## config.mk

```make
export PLATFORM = sky130hd
export DESIGN_NAME = gyro_rate_to_joystick_offset_unit
export DESIGN_NICKNAME = d
export VERILOG_FILES = /design/src/hdl/gjo_pkg.sv /design/src/hdl/gjo_front.sv /design/src/hdl/gjo_queue.sv /design/src/hdl/gjo_back.sv /design/src/hdl/gyro_rate_to_joystick_offset_unit.sv
export SDC_FILE = /design/constraint.sdc
export NUM_CORES = 2
export LEC_CHECK = 0
export BUFFER_PORTS_ARGS = -buffer_cell sky130_fd_sc_hd__buf_4
export CAP_MARGIN = 40
export CORE_MARGIN = 4
export CORE_UTILIZATION = 45
export CTS_BUF_LIST = sky130_fd_sc_hd__clkbuf_8
export CTS_CLUSTER_DIAMETER = 150
export DETAILED_ROUTE_END_ITERATION = 6
export GPL_ROUTABILITY_DRIVEN = 0
export HOLD_SLACK_MARGIN = 0.06
export SLEW_MARGIN = 0
export SYNTH_ARGS = -nofsm -noshare
export SYNTH_HDL_FRONTEND = slang
export SYNTH_SLANG_ARGS = --single-unit
export TNS_END_PERCENT = 1
```

## constraint.sdc

```tcl
create_clock -name clk_i -period 22.4 [get_ports clk_i]
set_clock_uncertainty 0.05 [all_clocks]
set_input_delay 4.48 -clock clk_i [delete_from_list [all_inputs] [get_ports clk_i]]
set_output_delay 4.48 -clock clk_i [all_outputs]
set_load 0.02 [all_outputs]
```

## src/hdl/gjo_pkg.sv

```systemverilog
// ----------------------------------------------------------------------------
// Gyro joystick offset package
// Shared payload types, register indexes and fixed-point constants.
// ----------------------------------------------------------------------------
package gjo_pkg;

  // Fraction bits of the filtered rate, in raw LSB units.
  localparam int EMA_FRACTION_BITS = 8;

  // Raw sample and stick widths.
  localparam int RAW_W  = 16;
  localparam int DIFF_W = RAW_W + 1;
  localparam int LIM_W  = 15;

  // Dead zone: 10 * |d| < 328 holds exactly when |d| <= 32.
  localparam int DEAD_NUM = 328;
  localparam int DEAD_MAX = (DEAD_NUM - 1) / 10;

  // Filter coefficients, alpha = 0.85 on the old value.
  localparam int EMA_KEEP = 85;
  localparam int EMA_NEW  = 15;
  localparam int EMA_DEN  = 100;

  // Output sensitivities in hundredths.
  localparam int SENS_X_NUM = 85;
  localparam int SENS_Y_NUM = 60;
  localparam int SENS_W     = 7;

  // 200 * 16.4 * 100 = 328000 = 5125 * 2^6.
  localparam int SCALE_DEN  = 328000;
  localparam int SCALE_POW2 = 6;
  localparam int SCALE_ODD  = SCALE_DEN / (1 << SCALE_POW2);

  // Filter state: target is d << F, so magnitude stays below 2^(16 + F).
  localparam int FILT_W = DIFF_W + EMA_FRACTION_BITS;
  localparam int MAG_W  = FILT_W - 1;

  // Filter numerator magnitude: 100 * |f| < 2^(MAG_W + 7).
  localparam int EMA_DEN_LOG = $clog2(EMA_DEN);
  localparam int NUM_W       = MAG_W + EMA_DEN_LOG;
  localparam int NUM_S       = NUM_W + 1;
  localparam int EMA_SHIFT   = NUM_W + EMA_DEN_LOG;
  localparam longint unsigned EMA_RCP =
    ((64'd1 << EMA_SHIFT) + 64'(EMA_DEN) - 64'd1) / 64'(EMA_DEN);

  // Scale path: |f| * L, then * sens and >> (F + 6), always below 2^32.
  localparam int FL_W       = MAG_W + LIM_W;
  localparam int SCL_SHIFT  = EMA_FRACTION_BITS + SCALE_POW2;
  localparam int SCALED_W   = 32;
  localparam int SCL_LOG    = $clog2(SCALE_ODD);
  localparam int SCL_RSHIFT = SCALED_W + SCL_LOG;
  localparam longint unsigned SCL_RCP =
    ((64'd1 << SCL_RSHIFT) + 64'(SCALE_ODD) - 64'd1) / 64'(SCALE_ODD);
  localparam int Q_W        = SCALED_W - SCL_LOG + 1;

  // Shared multiplier operand widths.
  localparam int MUL_A_W = (NUM_W > SCALED_W) ? NUM_W : SCALED_W;
  localparam int MUL_B_W = (NUM_W + 1 > SCALED_W + 1) ? NUM_W + 1 : SCALED_W + 1;
  localparam int PROD_W  = MUL_A_W + MUL_B_W;

  // Queue between front and back.
  localparam int Q_DEPTH = 2;
  localparam int Q_PTR_W = $clog2(Q_DEPTH);
  localparam int Q_CNT_W = $clog2(Q_DEPTH + 1);

  // Configuration register indexes.
  localparam int CFG_IDX_W = 2;
  localparam logic [CFG_IDX_W-1:0] CFG_LIMIT  = 2'd0;
  localparam logic [CFG_IDX_W-1:0] CFG_BIAS_X = 2'd1;
  localparam logic [CFG_IDX_W-1:0] CFG_BIAS_Y = 2'd2;

  localparam logic [LIM_W-1:0] LIMIT_RESET = 15'd2047;

  typedef struct packed {
    logic signed [RAW_W-1:0] rate_x_raw;
    logic signed [RAW_W-1:0] rate_y_raw;
    logic signed [RAW_W-1:0] stick_x;
    logic signed [RAW_W-1:0] stick_y;
    logic                    bypass;
  } in_item_t;

  typedef struct packed {
    logic signed [RAW_W-1:0] out_x;
    logic signed [RAW_W-1:0] out_y;
    logic signed [RAW_W-1:0] offset_x;
    logic signed [RAW_W-1:0] offset_y;
  } out_item_t;

  // Classified item as it waits in the queue.
  typedef struct packed {
    logic signed [DIFF_W-1:0] dx;
    logic signed [DIFF_W-1:0] dy;
    logic signed [RAW_W-1:0]  stick_x;
    logic signed [RAW_W-1:0]  stick_y;
    logic                     bypass;
  } work_t;

  typedef struct packed {
    logic full;
    logic empty;
  } q_stat_t;

endpackage

```

## src/hdl/gjo_front.sv

```systemverilog
// ----------------------------------------------------------------------------
// Gyro joystick offset front end
// Accepts input beats, removes the bias and applies the dead zone.
// ----------------------------------------------------------------------------
module gjo_front (
  input  logic                       in_valid_i,
  output logic                       in_stall_o,
  input  gjo_pkg::in_item_t          in_data_i,
  input  logic signed [15:0]         bias_x_i,
  input  logic signed [15:0]         bias_y_i,
  input  gjo_pkg::q_stat_t           q_stat_i,
  output logic                       push_o,
  output gjo_pkg::work_t             work_o
);
  import gjo_pkg::*;

  logic signed [DIFF_W-1:0] diff_x;
  logic signed [DIFF_W-1:0] diff_y;
  logic        [DIFF_W-1:0] abs_x;
  logic        [DIFF_W-1:0] abs_y;

  // Hold off the source while the queue is full.
  assign in_stall_o = q_stat_i.full;
  assign push_o     = in_valid_i && !q_stat_i.full;

  // Bias removal in 17 bits, which never overflows.
  assign diff_x = DIFF_W'(in_data_i.rate_x_raw) - DIFF_W'(bias_x_i);
  assign diff_y = DIFF_W'(in_data_i.rate_y_raw) - DIFF_W'(bias_y_i);

  assign abs_x = diff_x[DIFF_W-1] ? DIFF_W'(-diff_x) : DIFF_W'(diff_x);
  assign abs_y = diff_y[DIFF_W-1] ? DIFF_W'(-diff_y) : DIFF_W'(diff_y);

  // Rates below 2 deg/s count as no motion.
  always_comb begin
    work_o.dx      = (abs_x <= DIFF_W'(DEAD_MAX)) ? '0 : diff_x;
    work_o.dy      = (abs_y <= DIFF_W'(DEAD_MAX)) ? '0 : diff_y;
    work_o.stick_x = in_data_i.stick_x;
    work_o.stick_y = in_data_i.stick_y;
    work_o.bypass  = in_data_i.bypass;
  end

endmodule

```

## src/hdl/gjo_queue.sv

```systemverilog
// ----------------------------------------------------------------------------
// Gyro joystick offset queue
// Short FIFO that decouples the front end from the arithmetic back end.
// ----------------------------------------------------------------------------
module gjo_queue (
  input  logic             clk_i,
  input  logic             rst_ni,
  input  logic             push_i,
  input  gjo_pkg::work_t   push_data_i,
  input  logic             pop_i,
  output gjo_pkg::work_t   pop_data_o,
  output gjo_pkg::q_stat_t stat_o
);
  import gjo_pkg::*;

  work_t                slot_q [Q_DEPTH];
  logic [Q_PTR_W-1:0]   wr_ptr_q, wr_ptr_d;
  logic [Q_PTR_W-1:0]   rd_ptr_q, rd_ptr_d;
  logic [Q_CNT_W-1:0]   cnt_q, cnt_d;
  logic                 do_push;
  logic                 do_pop;

  assign stat_o.full  = (cnt_q == Q_CNT_W'(Q_DEPTH));
  assign stat_o.empty = (cnt_q == '0);
  assign do_push      = push_i && !stat_o.full;
  assign do_pop       = pop_i && !stat_o.empty;
  assign pop_data_o   = slot_q[rd_ptr_q];

  // Pointer and fill count update.
  always_comb begin
    wr_ptr_d = wr_ptr_q;
    rd_ptr_d = rd_ptr_q;
    cnt_d    = cnt_q;
    if (do_push) begin
      wr_ptr_d = (wr_ptr_q == Q_PTR_W'(Q_DEPTH - 1)) ? '0 : wr_ptr_q + 1'b1;
    end
    if (do_pop) begin
      rd_ptr_d = (rd_ptr_q == Q_PTR_W'(Q_DEPTH - 1)) ? '0 : rd_ptr_q + 1'b1;
    end
    if (do_push && !do_pop) begin
      cnt_d = cnt_q + 1'b1;
    end else if (do_pop && !do_push) begin
      cnt_d = cnt_q - 1'b1;
    end
  end

  always_ff @(posedge clk_i or negedge rst_ni) begin
    if (!rst_ni) begin
      wr_ptr_q <= '0;
      rd_ptr_q <= '0;
      cnt_q    <= '0;
    end else begin
      wr_ptr_q <= wr_ptr_d;
      rd_ptr_q <= rd_ptr_d;
      cnt_q    <= cnt_d;
    end
  end

  // Entry storage.
  always_ff @(posedge clk_i) begin
    if (do_push) begin
      slot_q[wr_ptr_q] <= push_data_i;
    end
  end

  // The fill count never runs past the depth.
  assert property (@(posedge clk_i) disable iff (!rst_ni) cnt_q <= Q_CNT_W'(Q_DEPTH))
    else $error("queue count exceeds depth");

  // Read and write pointers only meet when the queue is empty or full.
  assert property (@(posedge clk_i) disable iff (!rst_ni)
    (wr_ptr_q == rd_ptr_q) |-> (stat_o.empty || stat_o.full))
    else $error("queue pointers disagree with count");

endmodule

```

## src/hdl/gjo_back.sv

```systemverilog
// ----------------------------------------------------------------------------
// Gyro joystick offset back end
// Sequencer around one shared multiplier: filter update, scaling, output.
// ----------------------------------------------------------------------------
module gjo_back (
  input  logic                 clk_i,
  input  logic                 rst_ni,
  input  gjo_pkg::q_stat_t     q_stat_i,
  input  gjo_pkg::work_t       q_data_i,
  output logic                 q_pop_o,
  input  logic [14:0]          limit_i,
  output logic                 out_valid_o,
  input  logic                 out_stall_i,
  output gjo_pkg::out_item_t   out_data_o
);
  import gjo_pkg::*;

  // Sequencer states.
  localparam logic [2:0] ST_IDLE = 3'd0;
  localparam logic [2:0] ST_EMA  = 3'd1;
  localparam logic [2:0] ST_FILT = 3'd2;
  localparam logic [2:0] ST_FL   = 3'd3;
  localparam logic [2:0] ST_SENS = 3'd4;
  localparam logic [2:0] ST_RCP  = 3'd5;
  localparam logic [2:0] ST_OFS  = 3'd6;
  localparam logic [2:0] ST_DONE = 3'd7;

  localparam logic signed [NUM_S-1:0] EMA_KEEP_C = NUM_S'(EMA_KEEP);
  localparam logic signed [NUM_S-1:0] EMA_NEW_C  = NUM_S'(EMA_NEW);

  logic [2:0]               state_q, state_d;
  logic                     axis_q, axis_d;
  work_t                    work_q;
  logic signed [FILT_W-1:0] filt_x_q, filt_y_q;
  logic signed [15:0]       held_x_q, held_y_q;
  logic [PROD_W-1:0]        prod_q;
  logic                     sign_q;
  logic [SCALED_W-1:0]      scaled_q;
  logic                     out_valid_q;
  out_item_t                out_q;

  logic signed [FILT_W-1:0] f_cur;
  logic signed [DIFF_W-1:0] d_cur;
  logic signed [NUM_S-1:0]  ema_num;
  logic signed [NUM_S-1:0]  ema_abs;
  logic [FILT_W-1:0]        f_abs;
  logic [MUL_A_W-1:0]       mul_a;
  logic [MUL_B_W-1:0]       mul_b;
  logic [PROD_W-1:0]        prod_d;
  logic [MAG_W-1:0]         f_mag_new;
  logic signed [FILT_W-1:0] f_new;
  logic [SENS_W-1:0]        sens;
  logic [FL_W+SENS_W-1:0]   sens_prod;
  logic [Q_W-1:0]           q_mag;
  logic [LIM_W-1:0]         sat_mag;
  logic signed [15:0]       ofs_new;
  logic                     out_free;
  out_item_t                result;

  // Clamp stick plus offset to the limit.
  function automatic logic signed [15:0] sat_add(input logic signed [15:0] a,
                                                 input logic signed [15:0] b,
                                                 input logic [14:0]        lim);
    logic signed [16:0] sum;
    logic signed [16:0] lim_s;
    sum   = 17'(a) + 17'(b);
    lim_s = $signed({2'b00, lim});
    if (sum > lim_s) begin
      sat_add = $signed({1'b0, lim});
    end else if (sum < -lim_s) begin
      sat_add = -$signed({1'b0, lim});
    end else begin
      sat_add = sum[15:0];
    end
  endfunction

  // Operands of the axis in work.
  assign f_cur = axis_q ? filt_y_q : filt_x_q;
  assign d_cur = axis_q ? work_q.dy : work_q.dx;

  // Filter numerator 85 * f + 15 * (d << F) and its magnitude.
  assign ema_num = NUM_S'(f_cur) * EMA_KEEP_C
                 + (NUM_S'(d_cur) <<< EMA_FRACTION_BITS) * EMA_NEW_C;
  assign ema_abs = ema_num[NUM_S-1] ? -ema_num : ema_num;
  assign f_abs   = f_cur[FILT_W-1] ? FILT_W'(-f_cur) : FILT_W'(f_cur);

  // Shared multiplier, operands chosen by the sequencer step.
  always_comb begin
    case (state_q)
      ST_EMA: begin
        mul_a = MUL_A_W'(ema_abs[NUM_W-1:0]);
        mul_b = MUL_B_W'(EMA_RCP);
      end
      ST_FL: begin
        mul_a = MUL_A_W'(f_abs[MAG_W-1:0]);
        mul_b = MUL_B_W'(limit_i);
      end
      ST_RCP: begin
        mul_a = MUL_A_W'(scaled_q);
        mul_b = MUL_B_W'(SCL_RCP);
      end
      default: begin
        mul_a = '0;
        mul_b = '0;
      end
    endcase
  end

  assign prod_d = PROD_W'(mul_a) * PROD_W'(mul_b);

  // Quotient of the filter division, signed back toward zero.
  assign f_mag_new = prod_q[EMA_SHIFT +: MAG_W];
  assign f_new     = sign_q ? -$signed({1'b0, f_mag_new}) : $signed({1'b0, f_mag_new});

  // The x filter drives offset_y, the y filter drives offset_x.
  assign sens      = axis_q ? SENS_W'(SENS_X_NUM) : SENS_W'(SENS_Y_NUM);
  assign sens_prod = (FL_W + SENS_W)'(prod_q[FL_W-1:0]) * (FL_W + SENS_W)'(sens);

  // Scaled offset, saturated to the limit.
  assign q_mag   = prod_q[SCL_RSHIFT +: Q_W];
  assign sat_mag = (q_mag > Q_W'(limit_i)) ? limit_i : q_mag[LIM_W-1:0];
  assign ofs_new = sign_q ? -$signed({1'b0, sat_mag}) : $signed({1'b0, sat_mag});

  // Result beat; bypass passes the stick and shows the held offsets.
  always_comb begin
    result.offset_x = held_x_q;
    result.offset_y = held_y_q;
    if (work_q.bypass) begin
      result.out_x = work_q.stick_x;
      result.out_y = work_q.stick_y;
    end else begin
      result.out_x = sat_add(work_q.stick_x, held_x_q, limit_i);
      result.out_y = sat_add(work_q.stick_y, held_y_q, limit_i);
    end
  end

  assign out_free = !out_valid_q || !out_stall_i;
  assign q_pop_o  = (state_q == ST_IDLE) && !q_stat_i.empty;

  // Step sequencing.
  always_comb begin
    state_d = state_q;
    axis_d  = axis_q;
    case (state_q)
      ST_IDLE: begin
        if (!q_stat_i.empty) begin
          axis_d  = 1'b0;
          state_d = q_data_i.bypass ? ST_DONE : ST_EMA;
        end
      end
      ST_EMA:  state_d = ST_FILT;
      ST_FILT: state_d = ST_FL;
      ST_FL:   state_d = ST_SENS;
      ST_SENS: state_d = ST_RCP;
      ST_RCP:  state_d = ST_OFS;
      ST_OFS: begin
        if (axis_q) begin
          state_d = ST_DONE;
        end else begin
          axis_d  = 1'b1;
          state_d = ST_EMA;
        end
      end
      ST_DONE: begin
        if (out_free) begin
          state_d = ST_IDLE;
        end
      end
      default: state_d = ST_IDLE;
    endcase
  end

  always_ff @(posedge clk_i or negedge rst_ni) begin
    if (!rst_ni) begin
      state_q     <= ST_IDLE;
      axis_q      <= 1'b0;
      filt_x_q    <= '0;
      filt_y_q    <= '0;
      held_x_q    <= '0;
      held_y_q    <= '0;
      out_valid_q <= 1'b0;
    end else begin
      state_q <= state_d;
      axis_q  <= axis_d;
      if (state_q == ST_FILT) begin
        if (axis_q) begin
          filt_y_q <= f_new;
        end else begin
          filt_x_q <= f_new;
        end
      end
      if (state_q == ST_OFS) begin
        if (axis_q) begin
          held_x_q <= ofs_new;
        end else begin
          held_y_q <= ofs_new;
        end
      end
      if (state_q == ST_DONE && out_free) begin
        out_valid_q <= 1'b1;
      end else if (!out_stall_i) begin
        out_valid_q <= 1'b0;
      end
    end
  end

  // Datapath registers.
  always_ff @(posedge clk_i) begin
    prod_q <= prod_d;
    if (q_pop_o) begin
      work_q <= q_data_i;
    end
    if (state_q == ST_EMA) begin
      sign_q <= ema_num[NUM_S-1];
    end
    if (state_q == ST_FL) begin
      sign_q <= f_cur[FILT_W-1];
    end
    if (state_q == ST_SENS) begin
      scaled_q <= sens_prod[SCL_SHIFT +: SCALED_W];
    end
    if (state_q == ST_DONE && out_free) begin
      out_q <= result;
    end
  end

  assign out_valid_o = out_valid_q;
  assign out_data_o  = out_q;

  // A waiting item is always picked up from idle.
  assert property (@(posedge clk_i) disable iff (!rst_ni)
    (state_q == ST_IDLE && !q_stat_i.empty) |=> (state_q != ST_IDLE))
    else $error("queued item not started");

  // Finishing with a free output slot presents a beat and returns to idle.
  assert property (@(posedge clk_i) disable iff (!rst_ni)
    (state_q == ST_DONE && out_free) |=> (out_valid_q && state_q == ST_IDLE))
    else $error("result beat not presented");

  // Filter state only changes in its own update step.
  assert property (@(posedge clk_i) disable iff (!rst_ni)
    (state_q != ST_FILT) |=> ($stable(filt_x_q) && $stable(filt_y_q)))
    else $error("filter state changed outside update step");

endmodule

```

## src/hdl/gyro_rate_to_joystick_offset_unit.sv

```systemverilog
// ----------------------------------------------------------------------------
// Gyro rate to joystick offset unit
// Bias removal, dead zone, EMA filter and scaled stick offset per gyro sample.
// ----------------------------------------------------------------------------
//
//  Channel | Direction | Handshake         | Beat contents
//  --------+-----------+-------------------+------------------------------------
//  in      | input     | valid / stall     | rates x/y, stick x/y, bypass
//  out     | output    | valid / stall     | out x/y, offset x/y
//  cfg     | input     | valid / ready     | register index, 16-bit write data
//
//  A filtered sample makes two passes of six steps through the shared
//  multiplier in the back end, after it is picked up and before it is
//  emitted. A bypass sample goes straight from pick-up to emit.
//  The two-entry queue keeps taking input beats while the back end works, until it is full.
//  The result register holds a beat while out_stall_i is high.
//  Reset clears filter state and held offsets; no clearing pass is needed.
//
module gyro_rate_to_joystick_offset_unit (
  input  logic                clk_i,
  input  logic                rst_ni,
  input  logic                in_valid_i,
  output logic                in_stall_o,
  input  gjo_pkg::in_item_t   in_data_i,
  output logic                out_valid_o,
  input  logic                out_stall_i,
  output gjo_pkg::out_item_t  out_data_o,
  input  logic                cfg_valid_i,
  output logic                cfg_ready_o,
  input  logic [1:0]          cfg_index_i,
  input  logic [15:0]         cfg_data_i
);
  import gjo_pkg::*;

  logic [LIM_W-1:0]   limit_q;
  logic signed [15:0] bias_x_q;
  logic signed [15:0] bias_y_q;
  q_stat_t            q_stat;
  logic               push;
  work_t              push_data;
  work_t              pop_data;
  logic               pop;

  // Configuration registers, always ready.
  assign cfg_ready_o = 1'b1;

  always_ff @(posedge clk_i or negedge rst_ni) begin
    if (!rst_ni) begin
      limit_q  <= LIMIT_RESET;
      bias_x_q <= '0;
      bias_y_q <= '0;
    end else if (cfg_valid_i && cfg_ready_o) begin
      case (cfg_index_i)
        CFG_LIMIT:  limit_q  <= cfg_data_i[LIM_W-1:0];
        CFG_BIAS_X: bias_x_q <= $signed(cfg_data_i);
        CFG_BIAS_Y: bias_y_q <= $signed(cfg_data_i);
        default: begin
        end
      endcase
    end
  end

  gjo_front u_front (
    .in_valid_i (in_valid_i),
    .in_stall_o (in_stall_o),
    .in_data_i  (in_data_i),
    .bias_x_i   (bias_x_q),
    .bias_y_i   (bias_y_q),
    .q_stat_i   (q_stat),
    .push_o     (push),
    .work_o     (push_data)
  );

  gjo_queue u_queue (
    .clk_i       (clk_i),
    .rst_ni      (rst_ni),
    .push_i      (push),
    .push_data_i (push_data),
    .pop_i       (pop),
    .pop_data_o  (pop_data),
    .stat_o      (q_stat)
  );

  gjo_back u_back (
    .clk_i       (clk_i),
    .rst_ni      (rst_ni),
    .q_stat_i    (q_stat),
    .q_data_i    (pop_data),
    .q_pop_o     (pop),
    .limit_i     (limit_q),
    .out_valid_o (out_valid_o),
    .out_stall_i (out_stall_i),
    .out_data_o  (out_data_o)
  );

endmodule

```

Word level (Yosys, flattened, before mapping)
Memories as Yosys holds them, arrays and structs flattened.
Index checks and enable logic that the tools add are counted.
{"block": "word_totals", "register_bits": 367, "ram_bits": 134, "output_inout_bits": 67, "word_cells": 133, "n_memories": 1}
{"block": "classes", "n_addsub": 17, "mul": 4, "order_cmp": 7, "eq_ne": 13, "mux": 36, "bitwise_logic": 1, "reduce_logical": 29}
{"name": "u_queue.slot_q", "depth": 2, "word_bits": 67, "read_ports": 1, "rd_clocked_by_memory_dff": 0, "wr": 1, "line_no": "gjo_queue.sv:16", "text": "work_t slot_q [Q_DEPTH];"}
{"cell": "$pmux 33 s3", "count": 1}
{"cell": "$pmux 32 s3", "count": 1}
{"cell": "$mux 17", "count": 5}
{"cell": "$mux 16", "count": 5}
{"cell": "$mul 32x33->65", "count": 1}
{"cell": "$mux 25", "count": 2}
{"cell": "$mul 39x7->46", "count": 1}
{"cell": "$add 16x16->17", "count": 2}
{"cell": "$gt 17x16->1", "count": 2}
{"cell": "$le 17x6->1 const B", "count": 2}
{"cell": "$lt 17x17->1", "count": 2}
{"cell": "$neg 17->17", "count": 2}
{"cell": "$sub 16x16->17", "count": 2}
{"cell": "$add 32x30->32", "count": 1}
{"cell": "$mul 25x8->32 const B", "count": 1}
{"cell": "$mux 32", "count": 1}
{"cell": "$neg 15->16", "count": 2}
{"cell": "$mux 31", "count": 1}
{"cell": "$neg 31->31", "count": 1}
{"cell": "$neg 24->25", "count": 1}
{"cell": "$mux 24", "count": 1}
{"cell": "$neg 24->24", "count": 1}
{"cell": "$pmux 3 s8", "count": 1}
{"cell": "$mul 17x5->22 const B", "count": 1}
{"cell": "26 further kinds", "count": 67}

Depth between registers and ports, before layout
{"block": "logic_depth", "word_depth": 8, "mapped_depth": 76, "depth_no_buf": 66}

Cells and area by module
A second synthesis with hierarchy kept.
{"block": "hier_totals", "cells_unflattened": 7042, "area_unflattened_um2": 69459.1}
{"module": "gjo_back", "n_inst": 1, "cells_per_inst": 6225, "area_each_um2": 59326.9, "seq_area_each_um2": 8403.1}
{"module": "gjo_queue", "n_inst": 1, "cells_per_inst": 228, "area_each_um2": 5122.4, "seq_area_each_um2": 4124.0}
{"module": "gjo_front", "n_inst": 1, "cells_per_inst": 487, "area_each_um2": 3205.6, "seq_area_each_um2": 0.0}
{"module": "gyro_rate_to_joystick_offset_unit", "n_inst": 1, "cells_per_inst": 102, "area_each_um2": 1804.2, "seq_area_each_um2": 1189.9}

Least setup slack after synthesis
Ideal clock, no wire load.
{"block": "synth_path", "path_kind": "reg-to-reg", "startpoint": "register u_back.axis_q", "endpoint": "register u_back.prod_q[64]", "arrival_time_ns": 17.176, "path_slack_ns": 5.102, "stages_incl_launch_ff": 71, "n_path_buf": 10, "synth_period_minus_slack_ns": 17.298, "cell_sequence": "dfrtp_1 buf_2 buf_2 buf_1 buf_2 buf_2 clkbuf_1 clkbuf_1 mux2_2 ha_1 fa_1 inv_1 fa_1 inv_1 ha_1 a21o_1 a21oi_1 o31ai_1 [... 35 more ...] fa_1 inv_1 fa_1 inv_1 fa_1 inv_1 ha_1 and3_1 and2_1 o211ai_1 a21oi_1 nor3_1 o32a_1 a21oi_1 a21o_1 a221o_1 a221oi_1 xnor2_1"}
{"block": "synth_via", "elab_chain_len": 7}
{"element": "start, declared", "line_no": "gjo_back.sv:32", "text": "logic axis_q, axis_d;"}
{"element": "start signal, assigned", "line_no": "gjo_back.sv:184", "text": "axis_q <= axis_d;"}
{"element": "$mux 25 or $mux 17 (tied branches)", "line_no": "gjo_back.sv:78, gjo_back.sv:79"}
{"element": "$mul 25x8->32 or $mul 17x5->22 (tied branches)", "line_no": "gjo_back.sv:82, gjo_back.sv:83"}
{"element": "$add 32x30->32", "line_no": "gjo_back.sv:83", "text": "+ (NUM_S'(d_cur) <<< EMA_FRACTION_BITS) * EMA_NEW_C;"}
{"element": "$neg 31->31", "line_no": "gjo_back.sv:84", "text": "assign ema_abs = ema_num[NUM_S-1] ? -ema_num : ema_num;"}
{"element": "$mux 31", "line_no": "gjo_back.sv:84"}
{"element": "$pmux 32 s3 *", "line_no": "gjo_back.sv:89", "text": "case (state_q)"}
{"element": "$mul 32x33->65 *", "line_no": "gjo_back.sv:109", "text": "assign prod_d = PROD_W'(mul_a) * PROD_W'(mul_b);"}
{"element": "net u_back.prod_d[64]", "line_no": "gjo_back.sv:49", "text": "logic [PROD_W-1:0] prod_d;"}
{"element": "end signal, assigned", "line_no": "gjo_back.sv:209", "text": "prod_q <= prod_d;"}
{"element": "end, declared", "line_no": "gjo_back.sv:36", "text": "logic [PROD_W-1:0] prod_q;"}
Mark *: on every way through the listed nets, which the timed path passes. The rest lies on a longest branch.
A chain may end at the register's enable or synchronous reset.

Worst setup path in the final report
Same ends and word-level chain as after synthesis.

==> flow_summary.json <==
{
  "tritoncts": "yes",
  "drive_gt1_frac": 0.0912,
  "period_share": 0.824,
  "syn_inst": 6917,
  "rsz0062_at_grt": "false",
  "crit_required_ps": 23040,
  "slowest_delay_ps": 940,
  "grt_pass1_wl_um": 323000,
  "hold_ws_ps": 453,
  "post_cts_buffers": 0,
  "postCtsHoldBufs": 0,
  "via_count": 49900,
  "clk_latency_ps": 800,
  "start_util": 0.455,
  "clockRootBuffer": "clkbuf_8",
  "period_needed_ps": 18450,
  "wl_um": 213000,
  "fill_cells": 14100,
  "fmax_ghz": 0.0542,
  "grt.total_usage": 0.272,
  "drc": 0,
  "antenna_found_initial": 6,
  "synth-edff-count": 298,
  "worst_setup_path_start_kind": "flop",
  "hold_class": "reg2reg",
  "worstPathArrival_ps": 19090,
  "finalHoldViolations": 0,
  "outcome": "finished clean",
  "final_nets": 8932,
  "synth.avg_cell_area_um2": 9.88,
  "port_buffers": 153,
  "area_delta_synth_final_pct": 8.23,
  "cts_buffers": 89,
  "ys_types": 113,
  "tightest_slew_ps": 1110,
  "layout_setup_ws_ps": 3950,
  "relSlewSlack": 0.257,
  "setup_tns_ps": 0,
  "rows": 142,
  "most-common-layout-cells": "1387 x inv_1, 1005 x fa_1, 789 x ha_1, 563 x nand2_1, 298 x edfxtp_1",
  "ff_latch_area_um2": 13700,
  "post-place-ws_ps": 4110,
  "io-pin-count": 155,
  "ctsResizeCount": 0,
  "syn_area_um2": 68300,
  "crit_type": "reg2reg",
  "ys_warn_count": 0,
  "dieWidth_um": 398,
  "setup_viol": 0,
  "critPathCaptureType": "flop",
  "crit_slowest_cell": "dfrtp_4",
  "ant_nets": 0,
  "first_pass_iters": 6,
  "critPathMaxFanout": 57,
  "clk_path_buf_depth": 3,
  "multi_input_area_um2": 48800,
  "gr-total-overflow": 0,
  "crit_top_cell": "fa_1",
  "final_common_cell": "inv_1",
  "post_drt_wl_per_cell_um": 23.2,
  "die_area_um2": 158000,
  "htree_levels": 3,
  "async_reset_ff_frac": 0.275,
  "die_h_um": 398,
  "finalMaxSlewViolations": 0,
  "ys_ff_latch": 501,
  "drt_first_iter_violations": 4190,
  "grt_pass1_vias": 52500,
  "path_clk_slew_ps": 70,
  "ys_dominant_reg_cell": "edfxtp_1",
  "synth-seq-area-share": 0.201,
  "maxCapViolations": 0,
  "post-dp-hpwl_um": 180000,
  "grt_max_degree": 86,
  "vias_per_cell": 5.46,
  "clock_sinks": 501,
  "core_area_um2": 150000
}
## cell type report
| cell class | count | share of cell area |
|---|---|---|
| Tap cell | 2016 | 0.0341 |
| Antenna cell | 4 | 0.000135 |
| Sequential cell | 501 | 0.185 |
| Multi-Input combinational cell | 4848 | 0.660 |
| Clock buffer | 99 | 0.0184 |
| Clock inverter | 68 | 0.00702 |
| Timing Repair Buffer | 232 | 0.0254 |
| Inverter | 1378 | 0.0699 |
## metrics by stage
step / instances / utilization / cell area [um2]
floorplan: 6949 / - / 68500
global placement: 8949 / 0.477 / 71800
detailed placement: 8975 / 0.480 / 72100
CTS: 9142 / 0.492 / 74000
global route: 9144 / 0.492 / 74000
finish: 9146 / 0.492 / 74000
## final timing paths
| kind | endpoint | start | depth (start not counted) | slack (ps) |
|---|---|---|---|---|
| worst min-delay path | bias_y_q[3] | bias_y_q[3] | 1 | 450 |
| worst max register to register | u_back.prod_q[64] | u_back.axis_q | 56 | 3950 |
| worst max-delay path | u_back.prod_q[64] | u_back.axis_q | 56 | 3950 |
| min in group asynchronous | bias_y_q[10] | rst_ni | 1 | 3500 |
| max in group asynchronous | u_back.held_y_q[13] | rst_ni | 3 | 17410 |
| worst min register to register | bias_y_q[3] | bias_y_q[3] | 1 | 450 |
## sequential cells by signal, summed over array words and instances (netlist names)
signal,count
u_back.filt_y_q,25
limit_q,15
bias_y_q,16
u_back.held_y_q,16
u_back.state_q,3
u_back.work_q,67
u_queue.cnt_q,2
u_back.axis_q,1
u_queue.slot_q,134
u_back.out_data_o,64
u_back.filt_x_q,25
u_back.sign_q,1
u_queue.rd_ptr_q,1
u_queue.wr_ptr_q,1
u_back.prod_q,65
u_back.scaled_q,32
u_back.held_x_q,16
u_back.out_valid_o,1
bias_x_q,16
## critical path: cells and delay by family (launching register included)
kind | cells | cell delay (ps)
flops | 1 | 940
compound gates | 16 | 4780
simple gates | 7 | 2130
buf+inv | 9 | 720
mux | 1 | 450
xor+xnor | 5 | 1530
fa+ha+maj | 18 | 7690
## cells by family (layout without fill, tap and decap cells)
| kind of cell | Yosys count | in the layout | synth area share |
|---|---|---|---|
| adders and majority gates | 1794 | 1794 | 0.439 |
| DFF | 501 | 501 | 0.201 |
| other | 2 | 38 | 0.000110 |
| muxes | 204 | 204 | 0.0324 |
| buffers and inverters | 1600 | 1777 | 0.0890 |
| xor gates and xnor gates | 265 | 265 | 0.0345 |
| and+or+nand+nor | 1540 | 1540 | 0.109 |
| AOI/OAI and AO/OA | 1011 | 1011 | 0.0952 |
## per-layer routing
metal	track usage	wire length, um
met3	0.0560	18200
met5	0	0
met4	0.128	12100
met2	0.429	95400
met1	0.359	86900
## cells in the mapped netlist (8+ instances only)
library cell	n	area [um2]
inv_1	1369	5140
fa_1	1005	20100
ha_1	789	9870
nand2_1	563	2110
edfxtp_1	298	8950
a21oi_1	296	1480
nor2_1	296	1110
o21ai_0	236	1180
clkbuf_1	188	706
xnor2_1	170	1490
mux2_2	129	1450
dfrtp_1	127	3180
and2_1	123	769
a21o_1	99	743
xor2_1	91	797
nor2b_1	88	551
mux2i_1	73	731
and3_1	69	432
nor3_1	67	335
dfxtp_1	65	1300
nand2b_1	62	388
nand3_1	61	305
or2_2	59	369
o21a_1	44	330
or3_1	44	275
o21bai_1	37	278
a211oi_1	35	263
a31oi_1	28	175
nand4_1	27	169
o211ai_1	26	195
o21ai_1	23	115
buf_2	19	95.1
o31ai_1	16	120
or2_1	16	100
nor3b_1	12	90.1
a2111oi_0	11	96.3
a21boi_0	11	82.6
dfstp_2	11	289
o22ai_1	11	68.8
o31a_1	11	96.3
nand3b_1	10	75.1
o41ai_1	10	87.6
a211o_1	9	78.8
nor4_1	8	50.1
Power is left out: the tool's default activity adds up to more than one toggle a clock period on the data nets, which glitch-free logic cannot reach.
